$ cat src/fixed_point_atan2_macros.svh
// Assertion macros used by the top level of the fixed-point atan2 block.
`ifndef FIXED_POINT_ATAN2_MACROS_SVH
`define FIXED_POINT_ATAN2_MACROS_SVH

// Same-cycle implication, checked while out of reset.
`define FPA_ASSERT_NOW(label, ante, cons, msg) \
	label: assert property (@(posedge clk) disable iff (!arst_n) (ante) |-> (cons)) \
		else $error(msg);

// Next-cycle implication, checked while out of reset.
`define FPA_ASSERT_NEXT(label, ante, cons, msg) \
	label: assert property (@(posedge clk) disable iff (!arst_n) (ante) |=> (cons)) \
		else $error(msg);

`endif

$ cat src/fpa_pkg.sv
// Shared constants and types of the fixed-point atan2 block.
`default_nettype none
package fpa_pkg;
	localparam int FRAC_BITS_DEF = 16;
	localparam int REM_W = 35;
	localparam int DEN_W = 34;
	localparam int ANGLE_W = 19;
	localparam logic [63:0] K3_Q32 = 64'd843102080;
	localparam logic [63:0] K1_Q32 = 64'd4216369394;
	localparam logic [63:0] PI_Q32 = 64'd13493037704;
	localparam logic signed [63:0] ANGLE_MAX = 64'sd262143;
	localparam logic signed [63:0] ANGLE_MIN = -64'sd262144;

	typedef struct packed {
		logic origin;
		logic y_neg;
		logic x_neg;
		logic r_neg;
	} fpa_flags_t;
endpackage
`default_nettype wire

$ cat src/fpa_div_cell.sv
// One restoring-division cell: produces one quotient bit per item.
`default_nettype none
module fpa_div_cell #(
	parameter int QW = fpa_pkg::FRAC_BITS_DEF + 1
) (
	input  wire logic                         clk,
	input  wire logic                         arst_n,
	input  wire logic                         in_valid,
	output logic                              in_ready,
	input  wire logic [fpa_pkg::REM_W-1:0]    in_rem,
	input  wire logic [fpa_pkg::DEN_W-1:0]    in_den,
	input  wire logic [QW-1:0]                in_q,
	input  wire fpa_pkg::fpa_flags_t          in_flags,
	output logic                              out_valid,
	input  wire logic                         out_ready,
	output logic [fpa_pkg::REM_W-1:0]         out_rem,
	output logic [fpa_pkg::DEN_W-1:0]         out_den,
	output logic [QW-1:0]                     out_q,
	output fpa_pkg::fpa_flags_t               out_flags
);
	logic                          valid_q;
	logic [fpa_pkg::REM_W-1:0]     rem_q;
	logic [fpa_pkg::DEN_W-1:0]     den_q;
	logic [QW-1:0]                 q_q;
	fpa_pkg::fpa_flags_t           flags_q;
	logic                          ge;
	logic [fpa_pkg::REM_W-1:0]     den_ext;
	logic [fpa_pkg::REM_W-1:0]     diff;

	assign in_ready = !valid_q || out_ready;
	assign den_ext = {1'b0, in_den};
	assign ge = in_rem >= den_ext;
	assign diff = ge ? (in_rem - den_ext) : in_rem;

	always_ff @(posedge clk or negedge arst_n) begin
		if (!arst_n) begin
			valid_q <= 1'b0;
		end else if (in_ready) begin
			valid_q <= in_valid;
		end
	end

	always_ff @(posedge clk) begin
		if (in_ready && in_valid) begin
			rem_q <= {diff[fpa_pkg::REM_W-2:0], 1'b0};
			den_q <= in_den;
			q_q <= {in_q[QW-2:0], ge};
			flags_q <= in_flags;
		end
	end

	assign out_valid = valid_q;
	assign out_rem = rem_q;
	assign out_den = den_q;
	assign out_q = q_q;
	assign out_flags = flags_q;
endmodule
`default_nettype wire

$ cat config.mk
export PLATFORM = sky130hd
export DESIGN_NAME = fpa_div_cell
export DESIGN_NICKNAME = d
export VERILOG_FILES = /design/src/fixed_point_atan2_macros.svh /design/src/fpa_pkg.sv /design/src/fpa_div_cell.sv
export SDC_FILE = /design/constraint.sdc
export NUM_CORES = 1
export LEC_CHECK = 0
export ABC_AREA = 1
export ABC_CLOCK_PERIOD_IN_PS = 4930
export BUFFER_PORTS_ARGS = -buffer_cell sky130_fd_sc_hd__buf_4
export CORE_MARGIN = 3
export CORE_UTILIZATION = 47
export CTS_CLUSTER_DIAMETER = 200
export DETAILED_ROUTE_END_ITERATION = 10
export GPL_TIMING_DRIVEN = 0
export HOLD_SLACK_MARGIN = 0.1
export MAX_ROUTING_LAYER = met4
export PLACE_DENSITY_LB_ADDON = 0.08
export SYNTH_ARGS = -nofsm -noshare
export SYNTH_HDL_FRONTEND = slang
export SYNTH_SLANG_ARGS = --single-unit
export TNS_END_PERCENT = 1
$ cat constraint.sdc
create_clock -name clk -period 4.93 [get_ports clk]
set_clock_uncertainty 0.2 [all_clocks]
set_input_delay 0.986 -clock clk [delete_from_list [all_inputs] [get_ports clk]]
set_output_delay 0.986 -clock clk [all_outputs]
set_load 0.05 [all_outputs]
==> metrics.yaml <==
outcome:
  status: "finished clean"
logic_synthesis:
  synthArstFlopShare_pct: 1.11
  synth.largest_area_cell: "edfxtp_1"
  synth_area_per_cell_um2: 7.87
  ys_seq_area_share_pct: 46.6
  synth_commonest_cells: "nand2_1 (288), inv_1 (129), edfxtp_1 (89), nor2_1 (54), nand3_1 (35)"
  synthTopCellsByArea: "edfxtp_1 (46%), nand2_1 (19%), inv_1 (8.4%)"
  ys.flop_type: "edfxtp_1"
  ys_warn_count: 0
  syn_nets: 864
  synth.most_common_cell: "nand2_1"
  synth_edf_count: 89
  ys_ff_latch: 90
  syn_inst: 735
  yosysTopAreaCellShare_pct: 46.2
  synth_area_um2: 5790
  synth.distinct_cells: 31
setup_path:
  crit_path_end_kind: "register"
  cp_max_fo: 6
  crit_start: "in_rem[2]"
  path_class: "in2reg"
  crit_arrival_ns: 3.21
  critPathLaunchType: "input port"
  rr_startpoint: "out_valid"
  cp_data_required_time_ns: 4.83
route:
  wl_per_cell_um: 16.0
  antenna_left: 0
  dr.pass1.iters: 6
  routed_wl_um: 17200
  drc: 0
  avgViaCountPerCell: 4.99
  drt_iter0_markers: 344
  vias: 5381
cells_and_area:
  fin_cells: 1079
  final_util_pct: 65.6
  drive_gt1_share_pct: 24.3
  area_growth_pct: 32.7
  final_nets: 1061
  antenna_cells: 0
timing:
  drv_slew: 0
  rsz0062_at_grt: "false"
  max_freq_mhz: 302
  period_minus_slack_ns: 3.31
  hold_viol: 0
  period_share_pct: 67.2
  slew_headroom_pct: 34.7
  fin_setup_tns_ns: 0
  fin_worst_hold_slack_ns: 0.206
  setup_violations: 0
  worst_pin_slew_ns: 0.970
  layout_setup_ws_ns: 1.62
global_route:
  grt_pass1_wl_um: 25800
  grtUsageTotal_pct: 25.5
  antenna_found_initial: 0
  grt-busiest-layer: "met2"
  grt_start_max_net_pins: 33
  grt_use_met3_pct: 4.99
  grt_pass1_vias: 5206
  use_met2_pct: 43.0
  grt_use_met1_pct: 32.3
  overflow: 0
hold_path:
  hold_class: "in2async"
clocking:
  cts-hold-fix-buffers: 0
  cts.clk_slew.worst_paths_ns: 0.07
  cts_setup_buffers: 0
  cts_buffers: 9
  cts_tree: "yes"
  clkSinkCount: 90
  clk_latency_ns: 0.34
  cts_buffer_depth: 2
  cts-htree-levels: 3
  cts-resized-gates: 0
  root_buffer: "clkbuf_16"
placement:
  gp_congestion: 0.857
  port_buffers: 183
  hpwl_um: 13900
  dp_worst_setup_slack_ns: 1.28
  dp.cells: 1064
die:
  dieArea_um2: 13700
  start_util_pct: 49.4
  die_w_um: 117
  rows: 39
  core-area_um2: 11700
  die_h_um: 117
  ios: 186
power_and_ir_drop:
  leakage_nw: 3.99
  powerDensity_nw_per_um2: 304
  peakVddDrop_mv: 0.175
flow_run:
  maxCapViolCount: 0
## sequential cells by signal, summed over array words and instances, names as in the netlist
name,flops
out_q,17
out_rem,34
out_valid,1
out_den,34
out_flags,4
## cells in the final DEF, fill, tap and decap left out, drive strengths merged, types with 2 or more instances in the layout
master,n
buf,193
inv,133
nand2,295
clkinv,6
o21ai,13
nand3,36
nor3,5
a21oi,29
xor2,15
nor2,59
ha,34
clkbuf,9
o21bai,2
nand3b,7
edfxtp,89
nand4,3
xnor2,3
## layout make-up
type                       instances  area, µm²
clock buffer                       9        225
sequential                        90       2700
tap                              143        179
clock inverter                     6       35.0
fill                             985       4030
buffer                             7       67.6
inverter                         133        504
multi-input combinational        505       2530
timing repair buffer             186       1440
## per-stage QoR
stage,area [µm²],power (W)
floorplan,5790,0.00147
global placement,7340,0.00170
detailed placement,7420,0.00172
global route,7680,0.00245
CTS,7680,0.00235
finish,7680,0.00234
## layer usage
| metal | vias to the layer above | wire (µm) |
|---|---|---|
| li1 | 2696 | - |
| met1 | 2462 | 7430 |
| met2 | 215 | 8410 |
| met3 | 8 | 1300 |
| met4 | 0 | 110 |
| met5 | - | 0 |
## logic make-up (layout without fill, tap and decap cells)
group,after synthesis,count (layout),share of synthesized area (%)
adder cells (fa/ha/maj),35,35,7.70
AND/OR/NAND/NOR,407,407,29.0
other,1,1,0.0648
flip-flops,90,90,46.6
AO/OA/AOI/OAI,44,44,4.02
buffers and inverters,140,341,9.88
XOR/XNOR,18,18,2.73
## worst paths after layout
| path | end | slack (ns) | cells after the start |
|---|---|---|---|
| max | out_rem[30] | 1.62 | 13 |
| min | out_valid | 0.21 | 1 |
| max reg2reg | out_den[11] | 3.20 | 3 |
| min reg2reg | out_valid | 0.41 | 2 |
| max in group asynchronous | out_valid | 4.24 | 1 |
| min in group clk | out_valid | 0.41 | 2 |
## worst max-delay path: stages
cell,delay [ns]
buf_4,0.11
ha_1,0.40
nand2_1,0.10
nand2_2,0.10
nand2_1,0.06
nand2_1,0.07
nor2_1,0.08
o21ai_0,0.77
nand2_1,0.22
nand2_1,0.12
nand2_1,0.05
nand3_1,0.08
nand2_1,0.05
## power by group
group          switching, W  internal, W  leakage [nW]
clock network      0.000287     0.000335         0.130
logic              0.000521     0.000257          3.00
registers         0.0000171     0.000920         0.860
total              0.000825      0.00151          3.99
Note: power is estimated with default switching activity, not from simulation.
