--- src/fixed_point_atan2_macros.svh ---
// Assertion macros used by the top level of the fixed-point atan2 block.
`ifndef FIXED_POINT_ATAN2_MACROS_SVH
`define FIXED_POINT_ATAN2_MACROS_SVH

// Same-cycle implication, checked while out of reset.
`define FPA_ASSERT_NOW(label, ante, cons, msg) \
	label: assert property (@(posedge clk) disable iff (!arst_n) (ante) |-> (cons)) \
		else $error(msg);

// Next-cycle implication, checked while out of reset.
`define FPA_ASSERT_NEXT(label, ante, cons, msg) \
	label: assert property (@(posedge clk) disable iff (!arst_n) (ante) |=> (cons)) \
		else $error(msg);

`endif

--- src/fpa_pkg.sv ---
// Shared constants and types of the fixed-point atan2 block.
`default_nettype none
package fpa_pkg;
	localparam int FRAC_BITS_DEF = 16;
	localparam int REM_W = 35;
	localparam int DEN_W = 34;
	localparam int ANGLE_W = 19;
	localparam logic [63:0] K3_Q32 = 64'd843102080;
	localparam logic [63:0] K1_Q32 = 64'd4216369394;
	localparam logic [63:0] PI_Q32 = 64'd13493037704;
	localparam logic signed [63:0] ANGLE_MAX = 64'sd262143;
	localparam logic signed [63:0] ANGLE_MIN = -64'sd262144;

	typedef struct packed {
		logic origin;
		logic y_neg;
		logic x_neg;
		logic r_neg;
	} fpa_flags_t;
endpackage
`default_nettype wire

--- src/fpa_poly.sv ---
// Cubic polynomial, sign handling and saturation after the divider.
`default_nettype none
module fpa_poly #(
	parameter int FRAC_BITS = fpa_pkg::FRAC_BITS_DEF
) (
	input  wire logic                          clk,
	input  wire logic                          arst_n,
	input  wire logic                          in_valid,
	output logic                               in_ready,
	input  wire logic [FRAC_BITS:0]            in_q,
	input  wire fpa_pkg::fpa_flags_t           in_flags,
	output logic                               out_valid,
	input  wire logic                          out_ready,
	output logic [fpa_pkg::ANGLE_W-1:0]        out_angle
);
	localparam int RW = FRAC_BITS + 2;
	localparam int PW = 2 * RW;
	localparam int AW = FRAC_BITS + 4;
	localparam logic [63:0] K3_L = fpa_pkg::K3_Q32 >> (32 - FRAC_BITS);
	localparam logic [63:0] K1_L = fpa_pkg::K1_Q32 >> (32 - FRAC_BITS);
	localparam logic [63:0] QTR_L = (fpa_pkg::PI_Q32 >> (32 - FRAC_BITS)) / 4;
	localparam logic signed [RW-1:0] K3_S = RW'(K3_L);
	localparam logic signed [RW-1:0] K1_S = RW'(K1_L);
	localparam logic signed [AW-1:0] QTR_S = AW'(QTR_L);
	localparam logic signed [AW-1:0] QTR3_S = AW'(3 * QTR_L);

	logic v_s1, v_s2, v_s3, v_s4;
	logic rdy1, rdy2, rdy3, rdy4;
	logic signed [RW-1:0] r_s1, r2_s1, t1_s1;
	logic signed [RW-1:0] r3_s2, t1_s2;
	logic signed [RW-1:0] t3_s3, t1_s3;
	fpa_pkg::fpa_flags_t fl_s1, fl_s2, fl_s3;
	logic [fpa_pkg::ANGLE_W-1:0] angle_s4;

	logic signed [RW-1:0] r_in;
	logic signed [PW-1:0] p_rr, p_k1, p_r3, p_k3;
	logic signed [PW-1:0] b_k1, b_r3, b_k3;
	logic signed [PW-1:0] bias;
	logic signed [AW-1:0] sum, base, sgn;
	logic signed [63:0] a64;
	logic signed [63:0] sat;

	assign bias = PW'({FRAC_BITS{1'b1}});
	assign r_in = in_flags.r_neg ? -signed'({1'b0, in_q}) : signed'({1'b0, in_q});
	assign p_rr = r_in * r_in;
	assign p_k1 = K1_S * r_in;
	assign b_k1 = p_k1 + (p_k1[PW-1] ? bias : '0);
	assign p_r3 = r2_s1 * r_s1;
	assign b_r3 = p_r3 + (p_r3[PW-1] ? bias : '0);
	assign p_k3 = K3_S * r3_s2;
	assign b_k3 = p_k3 + (p_k3[PW-1] ? bias : '0);

	assign base = fl_s3.x_neg ? QTR3_S : QTR_S;
	assign sum = {{2{t3_s3[RW-1]}}, t3_s3} - {{2{t1_s3[RW-1]}}, t1_s3} + base;
	assign sgn = fl_s3.y_neg ? -sum : sum;
	assign a64 = {{(64 - AW){sgn[AW-1]}}, sgn};
	always_comb begin
		if (fl_s3.origin) begin
			sat = '0;
		end else if (a64 > fpa_pkg::ANGLE_MAX) begin
			sat = fpa_pkg::ANGLE_MAX;
		end else if (a64 < fpa_pkg::ANGLE_MIN) begin
			sat = fpa_pkg::ANGLE_MIN;
		end else begin
			sat = a64;
		end
	end

	assign rdy4 = !v_s4 || out_ready;
	assign rdy3 = !v_s3 || rdy4;
	assign rdy2 = !v_s2 || rdy3;
	assign rdy1 = !v_s1 || rdy2;
	assign in_ready = rdy1;

	always_ff @(posedge clk or negedge arst_n) begin
		if (!arst_n) begin
			v_s1 <= 1'b0;
			v_s2 <= 1'b0;
			v_s3 <= 1'b0;
			v_s4 <= 1'b0;
		end else begin
			if (rdy1) v_s1 <= in_valid;
			if (rdy2) v_s2 <= v_s1;
			if (rdy3) v_s3 <= v_s2;
			if (rdy4) v_s4 <= v_s3;
		end
	end

	always_ff @(posedge clk) begin
		if (rdy1 && in_valid) begin
			r_s1 <= r_in;
			r2_s1 <= RW'(p_rr >>> FRAC_BITS);
			t1_s1 <= RW'(b_k1 >>> FRAC_BITS);
			fl_s1 <= in_flags;
		end
		if (rdy2 && v_s1) begin
			r3_s2 <= RW'(b_r3 >>> FRAC_BITS);
			t1_s2 <= t1_s1;
			fl_s2 <= fl_s1;
		end
		if (rdy3 && v_s2) begin
			t3_s3 <= RW'(b_k3 >>> FRAC_BITS);
			t1_s3 <= t1_s2;
			fl_s3 <= fl_s2;
		end
		if (rdy4 && v_s3) begin
			angle_s4 <= sat[fpa_pkg::ANGLE_W-1:0];
		end
	end

	assign out_valid = v_s4;
	assign out_angle = angle_s4;
endmodule
`default_nettype wire

--- config.mk ---
export PLATFORM = sky130hd
export DESIGN_NAME = fpa_poly
export DESIGN_NICKNAME = d
export VERILOG_FILES = /design/src/fixed_point_atan2_macros.svh /design/src/fpa_pkg.sv /design/src/fpa_poly.sv
export SDC_FILE = /design/constraint.sdc
export NUM_CORES = 2
export LEC_CHECK = 0
export BUFFER_PORTS_ARGS = -buffer_cell sky130_fd_sc_hd__buf_2
export CORE_UTILIZATION = 60
export CTS_CLUSTER_DIAMETER = 100
export DETAILED_ROUTE_END_ITERATION = 12
export PLACE_DENSITY = 0.76
export SETUP_SLACK_MARGIN = 0.05
export SLEW_MARGIN = 5
export SYNTH_ARGS = -nofsm -noshare
export SYNTH_HDL_FRONTEND = slang
export SYNTH_SLANG_ARGS = --single-unit
--- constraint.sdc ---
create_clock -name clk -period 16.5 [get_ports clk]
set_input_delay 0.825 -clock clk [delete_from_list [all_inputs] [get_ports clk]]
set_output_delay 0.825 -clock clk [all_outputs]
set_load 0.01 [all_outputs]
==> metrics.txt <==
status=finished, final reports clean; Clock Tree Buf Depth=2; Multi-input gate area=0.0298 mm^2; I/O Buffers=45; via count=about 27000; cell type with the highest aggregate area in the netlist=fa_1; Worst Tran Pin Value=between 1 and 1.5 ns; Die X=roughly 260 um; grt ovf=0; slowest CP cell=clkinv_1; Req. time, crit path=about 17 ns; post-detail-place hpwl=70700 um; largest net degree at the start of global routing=58; Area Growth Syn to Fin=4.56%; initial antenna violation count=1; Hold Vio Cnt, Final=0; number of fill cells=between 5000 and 6000; hold buffers post-CTS=0; pre-CTS setup slack=approximately 5.2 ns; Resize count post-CTS=0; Synth Net Count=between 5000 and 6000; FF/Latch Area=0.00472 mm^2; fin nets=~5200; initial DRC count=roughly 1600; DRC errors left=0; Reg2Reg Setup Slack=~7.0 ns; Worst Setup Path Type=input port to flop; ys flop type=edfxtp_1; share of cells above drive strength 1=under 10%; clock slew at reported path FFs=~0.070 ns; Synth Cell Area=0.0389 mm^2; setup repair bufs after CTS=0; Rel. slew slack=between 20% and 30%; chip height=about 260 um; count leader, synth=inv_1; Root Buffer=clkbuf_16; area fraction of the dominant cell type after synthesis=between 30% and 40%; Worst Path Max Fanout=23; initial core utilization=61.2%; Mean Syn Cell Area=~9.6 um^2; final period utilization=between 60% and 70%; Ports=between 40 and 50; post-synthesis register bit count=~160; Max Fclk=around 91 MHz; Die ar.=around 0.066 mm^2; R2R Path End=r3_s2[5]; GRT Total Usage=a little over a quarter; reg2reg path depth=27; cts bufs inserted=17; clock skew=approximately 0.015 ns; clk sink count=roughly 160; synth top area cells=fa_1, ha_1, edfxtp_1; H-tree levels=4; core area=between 0.06 and 0.07 mm^2; Synth top cells by count=inv_1, fa_1, ha_1, nand2_1, nor2_1; Slew Viols, Final=0; Final GP Congestion=between 0.9 and 1; Worst R2R Start=r2_s1[17]; CTS tree=done; DR WL/cell=around 17 um; ANT nets after route=0; Max Cap Viol=0; Final setup viols=0; vias in the first global route=about 29000; setup TNS=0 ns; Seq/Total Area, Yosys=12.1%; critical path arrival=11.17 ns; Mapped Cells=roughly 4000; worst skew pair latency=roughly 0.46 ns; Post-Route WL=approximately 85000 um; number of flops mapped to enable cells by yosys=154; Hold Crit Class=input port to asynchronous set/reset pin; RSZ-0062 raised after global routing=no; vias per cell=approximately 5.5; wire length of the first global-routing pass=144000 um; Distinct cells, synth=98; FFs w/ async S/R, synth=under 10%; post-layout minimum cycle time=10.98 ns; slowest cell delay on critical path=around 0.86 ns; Crit. End Element=flop; Synthesis Warnings=0; Setup crit start kind=input port; number of cell rows=92; worst setup margin=around 5.5 ns; DRT Pass-1 Iters=7
-- state kept, by name (all words and copies together), names as in the netlist --
name,count
t1_s1,18
r2_s1,18
t3_s3,18
fl_s2,3
fl_s1,3
v_s2,1
t1_s2,18
fl_s3,3
r_s1,18
r3_s2,18
v_s3,1
v_s1,1
t1_s3,18
out_valid,1
out_angle,19
-- kinds of logic after synthesis --
group                      share of synthesized area, %
buffers and inverters                              11.3
xor gates and xnor gates                           4.83
DFF                                                12.1
muxes                                             0.370
and+or+nand+nor                                    11.2
adders and majority gates                          52.5
AOI/OAI and AO/OA                                  7.62
other                                           0.00964
-- layer usage --
layer / GRT usage (%) / wire [um] / vias up
met5: 0 / 0 / -
met3: 4.13 / 5690 / 169
met2: 46.1 / 41300 / 810
met1: 36.7 / 35900 / 13431
li1: - / - / 12442
met4: 7.56 / 2330 / 0
-- placed cells by master, fill, tap and decap left out, types with 8 or more instances in the layout --
cell       instances
nand2b_1          36
nor2_1           168
xnor2_1          123
a21o_1            36
nor2b_1           24
a211o_1            8
o21a_1            30
fa_1             765
ha_1             409
nor4_1             9
a221oi_1           9
xor2_1            78
buf_4             18
nand3_1           43
o31ai_1           11
nand2_1          343
nor3_1            38
mux2i_1           11
inv_1           1081
edfxtp_1         154
a211oi_1          14
o21ai_2           11
buf_2             45
o21ai_1           19
clkbuf_16         17
o211ai_1          18
o21bai_1           9
a31oi_1           15
o21ai_0           74
nand4_1           14
and2_1           152
or3_1              8
a21oi_1           93
-- how the worst max path moves through the flow --
stage | slack [ns] | cells past startpoint | startpoint | end
floorplan | 6.95 | 32 | in_q[0] | t1_s1[10]
global placement | 5.50 | 33 | in_q[0] | t1_s1[10]
detailed placement | 5.19 | 33 | in_q[0] | t1_s1[10]
CTS | 5.64 | 33 | in_q[0] | t1_s1[10]
global route | 4.80 | 33 | in_q[0] | t1_s1[10]
finish | 5.52 | 33 | in_q[0] | t1_s1[10]
-- area by class of cell --
class | instances | area share [%]
antenna | 1 | 0.00615
clock buffer | 17 | 1.05
clock inverter | 15 | 0.471
inverter | 1089 | 10.0
multi-input combinational | 2715 | 73.3
sequential | 158 | 11.6
tap | 846 | 2.60
timing repair buffer | 63 | 0.886
-- critical path: cells and delay by family --
family | cells | cell delay (ns)
and+or+nand+nor | 9 | 1.64
buffers and inverters | 7 | 1.84
adders and majority gates | 8 | 3.79
AOI/OAI and AO/OA | 6 | 1.46
xor gates and xnor gates | 3 | 1.56
-- stage by stage --
step | instances | util [%] | hold WS, ns | area (um^2)
3_5_place_dp | 4871 | 63.1 | 0.405 | 40100
2_1_floorplan | 4042 | - | 0.400 | 38900
5_1_grt | 4903 | 64.0 | 0.168 | 40700
3_3_place_gp | 4871 | 63.1 | 0.402 | 40100
6_report | 4904 | 64.0 | 0.172 | 40700
4_1_cts | 4903 | 64.0 | 0.159 | 40700
Power is left out: the tool's default activity adds up to more than one toggle a clock period on the data nets, which glitch-free logic cannot reach.
